==> config.mk <==
export PLATFORM = sky130hd
export DESIGN_NAME = yuv_to_rgb_render_modes
export DESIGN_NICKNAME = d
export VERILOG_FILES = /design/src/hw/rtl/yuv2rgb_pkg.sv /design/src/hw/rtl/yuv_to_rgb_render_modes.sv
export VERILOG_INCLUDE_DIRS = /design/src /design/src/hw/rtl
export SDC_FILE = /design/constraint.sdc
export NUM_CORES = 1
export LEC_CHECK = 0
export BUFFER_PORTS_ARGS = -buffer_cell sky130_fd_sc_hd__buf_2
export CORE_ASPECT_RATIO = 1.2
export CORE_UTILIZATION = 50
export CTS_CLUSTER_SIZE = 14
export DETAILED_ROUTE_END_ITERATION = 12
export GPL_TIMING_DRIVEN = 0
export PLACE_DENSITY = 0.79
export SYNTH_ARGS = -nofsm -noshare
export SYNTH_HDL_FRONTEND = slang
export SYNTH_SLANG_ARGS = --single-unit
==> constraint.sdc <==
create_clock -name clock -period 8.4 [get_ports clock]
set_input_delay 0.42 -clock clock [delete_from_list [all_inputs] [get_ports clock]]
set_output_delay 0.42 -clock clock [all_outputs]
set_load 0.005 [all_outputs]
==> src/hw/rtl/yuv_to_rgb_render_modes_macros.svh <==
// ----------------------------------------------------------------------------
// yuv_to_rgb_render_modes assertion macros
// Shared concurrent assertion forms for the pixel converter.
// ----------------------------------------------------------------------------
`ifndef YUV_TO_RGB_RENDER_MODES_MACROS_SVH
`define YUV_TO_RGB_RENDER_MODES_MACROS_SVH

// Same-cycle implication, disabled while reset is high
`define YRM_ASSERT_SAME(label, clk, rst, ante, cons) \
   label: assert property (@(posedge clk) disable iff (rst) (ante) |-> (cons)) \
      else $error("yuv_to_rgb_render_modes: same-cycle check failed");

// Next-cycle implication, disabled while reset is high
`define YRM_ASSERT_NEXT(label, clk, rst, ante, cons) \
   label: assert property (@(posedge clk) disable iff (rst) (ante) |=> (cons)) \
      else $error("yuv_to_rgb_render_modes: next-cycle check failed");

`endif

==> src/hw/rtl/yuv2rgb_pkg.sv <==
// ----------------------------------------------------------------------------
// yuv2rgb_pkg
// Word types, mode codes and fixed-point constants of the YUV to RGB converter.
// ----------------------------------------------------------------------------
`timescale 1ns / 1ps
`default_nettype none

package yuv2rgb_pkg;

   // Input word: one pixel
   typedef struct packed {
      logic [7:0] luma_sample;
      logic [7:0] blue_diff_sample;
      logic [7:0] red_diff_sample;
   } req_type;

   // Result word: three output bytes
   typedef struct packed {
      logic [7:0] red_out;
      logic [7:0] green_out;
      logic [7:0] blue_out;
   } rsp_type;

   // Render mode codes
   localparam int MODE_W = 2;
   localparam logic [MODE_W-1:0] MODE_GREY   = 2'd0;
   localparam logic [MODE_W-1:0] MODE_COLOUR = 2'd1;
   localparam logic [MODE_W-1:0] MODE_GREEN  = 2'd2;
   localparam logic [MODE_W-1:0] MODE_RESET  = MODE_GREY;

   // Fixed point: coefficients over 2^FRAC_BITS
   localparam int FRAC_BITS = 10;
   localparam int PROD_W    = 20;
   localparam int ACC_W     = PROD_W + 1;
   localparam int Q_W       = ACC_W - FRAC_BITS;

   localparam logic signed [PROD_W-1:0] COEF_Y  = 20'sd1192;
   localparam logic signed [PROD_W-1:0] COEF_RV = 20'sd1634;
   localparam logic signed [PROD_W-1:0] COEF_GU = 20'sd401;
   localparam logic signed [PROD_W-1:0] COEF_GV = 20'sd833;
   localparam logic signed [PROD_W-1:0] COEF_BU = 20'sd2065;

   localparam logic signed [8:0] LUMA_OFFSET = 9'sd16;

   // Divide by three: floor(s * 683 / 2048) is exact for s up to 765
   localparam int SUM_W       = 10;
   localparam int GREY_PROD_W = 2 * SUM_W;
   localparam int GREY_SHIFT  = 11;
   localparam logic [GREY_PROD_W-1:0] GREY_RECIP = 20'd683;

   // Floor shift of the accumulator, then clamp to 0..255
   function automatic logic [7:0] clamp_pixel(input logic signed [ACC_W-1:0] acc);
      logic signed [Q_W-1:0] q;
      q = acc[ACC_W-1:FRAC_BITS];
      if (q < 0) begin
         return 8'd0;
      end else if (q > 255) begin
         return 8'd255;
      end else begin
         return q[7:0];
      end
   endfunction

endpackage

`default_nettype wire

==> src/hw/rtl/yuv_to_rgb_render_modes.sv <==
// ----------------------------------------------------------------------------
// yuv_to_rgb_render_modes
// BT.601 studio-range YUV to RGB pixel converter with grey, colour and
// green-luma render modes.
// ----------------------------------------------------------------------------
// One pixel is taken at every clock edge with start high and busy low; busy is
// high only during reset, so the converter takes one pixel per clock without
// pause. Each result appears on rsp_data once its pixel has passed the three
// register stages below, marked by rsp_strobe for one cycle; there is no
// hold-off, so the receiver must take every result as it comes. The stages
// are coefficient multiply, sum with floor shift and clamp, then grey average
// and mode select. The render mode register is sampled together with each
// pixel and travels with it down the pipeline.
`timescale 1ns / 1ps
`default_nettype none

`include "yuv_to_rgb_render_modes_macros.svh"

module yuv_to_rgb_render_modes (
   input  wire logic                         clock,
   input  wire logic                         reset,
   // input channel
   input  wire logic                         start,
   output logic                              busy,
   input  wire yuv2rgb_pkg::req_type         req_data,
   // result channel
   output logic                              rsp_strobe,
   output yuv2rgb_pkg::rsp_type              rsp_data,
   // configuration channel
   input  wire logic                         csr_valid,
   output logic                              csr_ready,
   input  wire logic [yuv2rgb_pkg::MODE_W-1:0] csr_data
);
   import yuv2rgb_pkg::*;

   // Mode register
   logic [MODE_W-1:0] mode_ff;

   // Stage 1 signals
   logic signed [8:0]        luma_off;
   logic signed [7:0]        cb_off;
   logic signed [7:0]        cr_off;
   logic signed [PROD_W-1:0] s1_y_in,  s1_y_ff;
   logic signed [PROD_W-1:0] s1_rv_in, s1_rv_ff;
   logic signed [PROD_W-1:0] s1_gu_in, s1_gu_ff;
   logic signed [PROD_W-1:0] s1_gv_in, s1_gv_ff;
   logic signed [PROD_W-1:0] s1_bu_in, s1_bu_ff;
   logic [7:0]               s1_green_ff;
   logic [MODE_W-1:0]        s1_mode_ff;
   logic                     s1_valid_in, s1_valid_ff;

   // Stage 2 signals
   logic signed [ACC_W-1:0] acc_r, acc_g, acc_b;
   logic [7:0]              s2_r_in, s2_r_ff;
   logic [7:0]              s2_g_in, s2_g_ff;
   logic [7:0]              s2_b_in, s2_b_ff;
   logic [7:0]              s2_green_ff;
   logic [MODE_W-1:0]       s2_mode_ff;
   logic                    s2_valid_ff;

   // Stage 3 signals
   logic [SUM_W-1:0]       rgb_sum;
   logic [GREY_PROD_W-1:0] grey_prod;
   logic [7:0]             grey;
   rsp_type                rsp_in, rsp_ff;
   logic                   rsp_strobe_ff;

   // Handshakes: only reset holds off either channel
   assign busy      = reset;
   assign csr_ready = !reset;

   // Write the mode register
   always_ff @(posedge clock) begin
      if (reset) begin
         mode_ff <= MODE_RESET;
      end else if (csr_valid && csr_ready) begin
         mode_ff <= csr_data;
      end
   end

   // Stage 1: remove offsets and multiply by the coefficients
   assign s1_valid_in = start && !busy;
   assign luma_off    = $signed({1'b0, req_data.luma_sample}) - LUMA_OFFSET;
   assign cb_off      = $signed({~req_data.blue_diff_sample[7],
                                 req_data.blue_diff_sample[6:0]});
   assign cr_off      = $signed({~req_data.red_diff_sample[7],
                                 req_data.red_diff_sample[6:0]});

   always_comb begin
      s1_y_in  = PROD_W'(luma_off) * COEF_Y;
      s1_rv_in = PROD_W'(cr_off) * COEF_RV;
      s1_gu_in = PROD_W'(cb_off) * COEF_GU;
      s1_gv_in = PROD_W'(cr_off) * COEF_GV;
      s1_bu_in = PROD_W'(cb_off) * COEF_BU;
   end

   always_ff @(posedge clock) begin
      s1_y_ff     <= s1_y_in;
      s1_rv_ff    <= s1_rv_in;
      s1_gu_ff    <= s1_gu_in;
      s1_gv_ff    <= s1_gv_in;
      s1_bu_ff    <= s1_bu_in;
      s1_green_ff <= luma_off[7:0];
      s1_mode_ff  <= mode_ff;
   end

   // Stage 2: sum products, floor shift and clamp each channel
   always_comb begin
      acc_r   = ACC_W'(s1_y_ff) + ACC_W'(s1_rv_ff);
      acc_g   = ACC_W'(s1_y_ff) - ACC_W'(s1_gu_ff) - ACC_W'(s1_gv_ff);
      acc_b   = ACC_W'(s1_y_ff) + ACC_W'(s1_bu_ff);
      s2_r_in = clamp_pixel(acc_r);
      s2_g_in = clamp_pixel(acc_g);
      s2_b_in = clamp_pixel(acc_b);
   end

   always_ff @(posedge clock) begin
      s2_r_ff     <= s2_r_in;
      s2_g_ff     <= s2_g_in;
      s2_b_ff     <= s2_b_in;
      s2_green_ff <= s1_green_ff;
      s2_mode_ff  <= s1_mode_ff;
   end

   // Stage 3: average to grey by reciprocal multiply, then select by mode
   always_comb begin
      rgb_sum   = SUM_W'(s2_r_ff) + SUM_W'(s2_g_ff) + SUM_W'(s2_b_ff);
      grey_prod = GREY_PROD_W'(rgb_sum) * GREY_RECIP;
      grey      = grey_prod[GREY_SHIFT +: 8];
      case (s2_mode_ff)
         MODE_GREY: begin
            rsp_in.red_out   = grey;
            rsp_in.green_out = grey;
            rsp_in.blue_out  = grey;
         end
         MODE_COLOUR: begin
            rsp_in.red_out   = s2_r_ff;
            rsp_in.green_out = s2_g_ff;
            rsp_in.blue_out  = s2_b_ff;
         end
         MODE_GREEN: begin
            rsp_in.red_out   = 8'd0;
            rsp_in.green_out = s2_green_ff;
            rsp_in.blue_out  = 8'd0;
         end
         default: begin
            rsp_in = '0;
         end
      endcase
   end

   always_ff @(posedge clock) begin
      rsp_ff <= rsp_in;
   end

   // Advance valid bits with the data
   always_ff @(posedge clock) begin
      if (reset) begin
         s1_valid_ff   <= 1'b0;
         s2_valid_ff   <= 1'b0;
         rsp_strobe_ff <= 1'b0;
      end else begin
         s1_valid_ff   <= s1_valid_in;
         s2_valid_ff   <= s1_valid_ff;
         rsp_strobe_ff <= s2_valid_ff;
      end
   end

   assign rsp_strobe = rsp_strobe_ff;
   assign rsp_data   = rsp_ff;

   // Checks
   `YRM_ASSERT_NEXT(a_latency, clock, reset, start && !busy, ##2 rsp_strobe)
   `YRM_ASSERT_SAME(a_green_zero, clock, reset, rsp_strobe && ($past(s2_mode_ff) == MODE_GREEN), (rsp_data.red_out == 8'd0) && (rsp_data.blue_out == 8'd0))
   `YRM_ASSERT_SAME(a_grey_equal, clock, reset, rsp_strobe && ($past(s2_mode_ff) == MODE_GREY), (rsp_data.red_out == rsp_data.green_out) && (rsp_data.green_out == rsp_data.blue_out))

endmodule

`default_nettype wire
# Word level (Yosys, flattened, before mapping)
# Cells that the tools add are included.
[word_totals]
wordCells = 50
output_inout_bits = 27
input_bits = 30
ff_bits = 166
[op_classes]
magnitude_cmp = 6
n_bitwise = 2
muxes = 4
add_sub_neg = 7
reduce_logical = 4
mul = 6
eq_ne = 2
[op_table]
columns = ["op", "n"]
rows = [
  ["24-bit case mux with 3 select lines", 1],
  ["20-bit by 20-bit adder with 21-bit output", 2],
  ["8-bit by 11-bit multiplier with 19-bit output, second input constant", 2],
  ["11-bit by 9-bit greater-than comparator with 1-bit output, second input constant", 3],
  ["11-bit by 1-bit less-than comparator with 1-bit output, second input constant", 3],
  ["8-bit 2-to-1 mux", 3],
  ["20-bit by 18-bit subtractor with 21-bit output", 1],
  ["21-bit by 19-bit subtractor with 21-bit output", 1],
  ["8-bit by 13-bit multiplier with 20-bit output, second input constant", 1],
  ["10-bit by 10-bit multiplier with 19-bit output, second input constant", 1],
  ["8-bit by 10-bit multiplier with 18-bit output, second input constant", 1],
  ["9-bit by 9-bit multiplier with 17-bit output, second input constant", 1],
  ["9-bit by 8-bit adder with 10-bit output", 1],
  ["8-bit by 8-bit adder with 9-bit output", 1],
  ["8-bit by 5-bit subtractor with 9-bit output, second input constant", 1],
  ["2-bit by 1-bit equality test with 1-bit output, second input constant", 1],
  ["2-bit equality test, second input constant", 1],
  ["1-bit logical AND", 2],
  ["2-bit zero test", 1],
  ["1-bit inverter", 2],
  ["1-bit zero test", 1],
]

# Longest topological paths before layout
[logic_depth]
word_depth = 4
mapped_depth = 29
depth_no_buf = 29

# Least setup slack after synthesis
# OpenSTA, ideal clock, no wires.
[synth_path]
path_type = "register to register"
from = "register s2_r_ff[2]"
to = "register rsp_ff, in the netlist rsp_data[14]"
period_less_slack_ps = 6341
slack_ps = 2059
setup_ps = 122
arrival_time_ps = 6219
required_time_ps = 8278
stages_incl_launch_ff = 24
n_path_buf = 0
cell_sequence = "dfxtp_1 > fa_1 > ha_1 > a21o_1 > a21oi_1 > o21bai_1 > a21oi_1 > xnor2_1 > o22ai_1 > xor2_1 > ha_1 > fa_1 > fa_1 > inv_1 > fa_1 > inv_1 > ha_1 > o21a_1 > and3_1 > a221o_1 > a211oi_1 > o211a_1 > nor3_1 > a221o_1"
[synth_lines]
columns = ["element", "line_no", "rtl"]
rows = [
  ["from (decl)", "yuv_to_rgb_render_modes.sv:54", "logic [7:0] s2_r_in, s2_r_ff;"],
  ["from (signal assigned)", "yuv_to_rgb_render_modes.sv:118", "s2_r_ff <= s2_r_in;"],
  ["to (signal assigned)", "yuv_to_rgb_render_modes.sv:153", "rsp_ff <= rsp_in;"],
  ["to (decl)", "yuv_to_rgb_render_modes.sv:65", "rsp_type rsp_in, rsp_ff;"],
]

==> tab_implementation.tex <==
\begin{tabular}{lr}
\hline
Metric & Value \\
\hline
\multicolumn{2}{l}{\textbf{Route}} \\
Met1 wire length & 10500 um \\
Met2 wire len & 13700 um \\
Highest Signal Layer & met5 \\
Remaining DRCs & 0 \\
Via count normalized by instance count & 5.35 \\
Overall routed net length & 26300 um \\
Iteration-0 DRC count of the detailed router & 390 \\
Via count & 9339 \\
Antenna Violating Nets Remaining & 0 \\
First-pass detailed-route iteration total & 6 \\
Wire length per cell & 15.1 um \\
Routed length on met3 & 797 um \\
\multicolumn{2}{l}{\textbf{Clocking}} \\
CTS clock-pin slew for the worst setup and hold paths & 0.06 ns \\
Post-CTS Repair Setup Buffers & 0 \\
Sinks on Clock Net & 153 \\
Clock network latency to the later pin of the worst-skew pair & 0.43 ns \\
Max clock buf depth & 2 \\
H-Tree Level Count & 4 \\
Gates resized, CTS repair & 0 \\
CTS Hold Buffers Added & 0 \\
Clock tree from TritonCTS & built \\
Clock Root Buffer & clkbuf\_16 \\
Clock buffer count from CTS & 17 \\
\multicolumn{2}{l}{\textbf{Layout}} \\
Nets & 1810 \\
Diodes inserted & 0 \\
Final core utilization & 0.560 \\
Fraction of layout instances using a drive strength above 1 & 0.0749 \\
Fill cells & 2142 \\
Area grow syn2layout & 9.93\% \\
\multicolumn{2}{l}{\textbf{STA}} \\
Count of endpoints failing setup in the final report & 0 \\
Minimum hold slack & 0.165 ns \\
Total count of max-transition violations in the final report & 0 \\
Unrepaired setup endpoints after global routing & false \\
Achievable frequency & 0.138 GHz \\
Transition at the pin with the smallest max-transition slack & 0.917 ns \\
Setup tns final & 0 ns \\
Slew Limit Headroom & 0.384 \\
Setup Skew & 0.00801 ns \\
Final Hold Vio Count & 0 \\
Crit share post-route & 0.862 \\
Clock period minus worst slack & 7.24 ns \\
\multicolumn{2}{l}{\textbf{Logic synthesis}} \\
Xor/xnor cell area share of the yosys netlist & 0.0673 \\
Cell type with the highest aggregate area in the netlist & ha\_1 \\
Top cells by count, synth & ha\_1 (285), inv\_1 (228), dfxtp\_1 (153) \\
Cell types with the largest area share after synthesis & ha\_1 (27\%), dfxtp\_1 (24\%), fa\_1 (14\%) \\
Mapped Cells & 1327 \\
Synth top area share & 0.274 \\
Main flop type after synthesis & dfxtp\_1 \\
Synthesized-area fraction occupied by ao, oa, aoi and oai cells & 0.120 \\
Largest family of logic cells by synthesized area & adder cells \\
Portion of netlist area occupied by mux cells & 0.00654 \\
Number of enable flip-flop cells after synthesis & 0 \\
Cell variety after synth & 63 \\
Flip-flop and latch count after synthesis & 153 \\
Net Count, Synth & 1735 \\
Total number of yosys warnings & 0 \\
Leading cell type by number of instances after synthesis & ha\_1 \\
Adder and majority gate portion of the synthesized area & 0.417 \\
Synthesized area per cell & 9.80 um\^{}2 \\
Post-synthesis cell area & 13000 um\^{}2 \\
Sequential-to-total area share from yosys stat & 0.235 \\
Ys async rst share & 0 \\
Basic-gate share of the synthesized area counting and, or, nand and nor cells & 0.0841 \\
\multicolumn{2}{l}{\textbf{GRT}} \\
Leftover overflow at the end of global routing & 0 \\
Largest net degree at the start of global routing & 17 \\
First-pass GRT wire length & 42600 um \\
Initial antenna violation count & 1 \\
Global router's overall resource usage & 0.205 \\
Via count of the first global-routing pass & 9410 \\
\multicolumn{2}{l}{\textbf{Worst setup path}} \\
Total buffers and inverters traversed by the critical path & 4 \\
Startpoint type of the worst setup path & register \\
WS Path Type & register to register \\
Peak fanout along the critical path & 7 \\
Largest stage delay on the critical path & 0.52 ns \\
WP data arrival & 7.60 ns \\
Crit. End Element & register \\
CP Data Required Time & 8.76 ns \\
Critical Path Slowest Stage Cell & fa\_1 \\
Largest delay share family, worst path & adder cells \\
\multicolumn{2}{l}{\textbf{Floorplan}} \\
Die Area & 26700 um\^{}2 \\
Row count & 64 \\
Effective utilization at floorplan & 0.509 \\
Die span in x & 149 um \\
Y dimension of the die & 179 um \\
Area of the core region & 25500 um\^{}2 \\
Top-level I/O count & 57 \\
\multicolumn{2}{l}{\textbf{Status}} \\
Outcome & finished clean \\
\multicolumn{2}{l}{\textbf{Place}} \\
Global placer's final weighted congestion & 0.894 \\
Port bufs & 56 \\
Half-perimeter wire length after placement & 22300 um \\
\multicolumn{2}{l}{\textbf{Flow run}} \\
Max-capacitance violation count & 0 \\
\multicolumn{2}{l}{\textbf{Worst hold path}} \\
Worst min-delay path category & input pin to register \\
\hline
\end{tabular}
[sequential cells by signal (all words and copies together) (netlist names), 2 cells and up]
signal and flops:
s1_y_ff 15, s1_rv_ff 15, s2_g_ff 8, mode_ff 2, s1_mode_ff 2, rsp_data 24
s2_b_ff 8, s2_green_ff 8, s1_gu_ff 11, s1_bu_ff 20, s2_mode_ff 2, s2_r_ff 8
s1_green_ff 8, s1_gv_ff 19
[per-layer routing]
layer	vias up	global-route usage
li1	4646	-
met1	4412	0.218
met2	200	0.384
met3	79	0.0316
met4	2	0.114
met5	-	0
[kinds of logic after synthesis]
group / Yosys count
buf+inv: 240
simple gates: 227
compound gates: 222
xor+xnor: 100
mux: 7
flops: 153
fa+ha+maj: 378
[final timing paths]
kind,from,endpoint,slack [ns],cells past startpoint
worst max register to register,s2_r_ff[1],rsp_data[22],1.16,25
worst min-delay path,req_data[3],s1_gv_ff[3],0.16,1
worst max-delay path,s2_r_ff[1],rsp_data[22],1.16,25
worst min register to register,s1_green_ff[5],s2_green_ff[5],0.33,0
[area by class of cell]
class / count / area (um^2) / share of cell area
clock inverters: 12 / 128 / 0.00892
multi-input cells: 934 / 9050 / 0.633
inverters: 228 / 856 / 0.0598
repair buffers: 56 / 280 / 0.0196
clock buffers: 20 / 467 / 0.0326
flip-flops and latches: 153 / 3060 / 0.214
plain buffers: 12 / 48.8 / 0.00341
well taps: 330 / 413 / 0.0289
[metrics by stage]
| stage | worst slack (ns) | instance area, um^2 | cells |
|---|---|---|---|
| floorplan | 2.06 | 13000 | 1327 |
| global placement | 1.21 | 13700 | 1713 |
| detailed placement | 1.17 | 13700 | 1713 |
| CTS | 1.15 | 14300 | 1745 |
| global route | 0.637 | 14300 | 1745 |
| finish | 1.16 | 14300 | 1745 |
[cell usage in the layout, fill, tap and decap left out, types with 7 or more instances in the layout]
cell type / instances
clkbuf_1: 7
o21a_1: 21
nor2b_1: 24
xor2_1: 35
a21oi_1: 53
nor2_1: 61
o211ai_1: 14
o22ai_1: 8
nor3_1: 37
xnor2_1: 65
buf_2: 56
inv_1: 228
fa_1: 93
dfxtp_1: 153
a31oi_1: 8
ha_1: 285
nand2_1: 51
o21bai_1: 9
nand3_1: 11
a21o_1: 25
clkbuf_16: 17
o21ai_0: 22
o31ai_1: 8
and3_1: 7
[worst register-to-register path: cells and delay by family (launching register included)]
kind	cells	cell delay (ns)
XOR/XNOR	2	0.66
adder cells (fa/ha/maj)	7	2.85
AO/OA/AOI/OAI	10	2.50
buffers and inverters	4	0.25
AND/OR/NAND/NOR	2	0.52
flip-flops	1	0.39
Power is not shown: default switching activity piles up to over one toggle a cycle in this logic, so the estimate is an artifact.
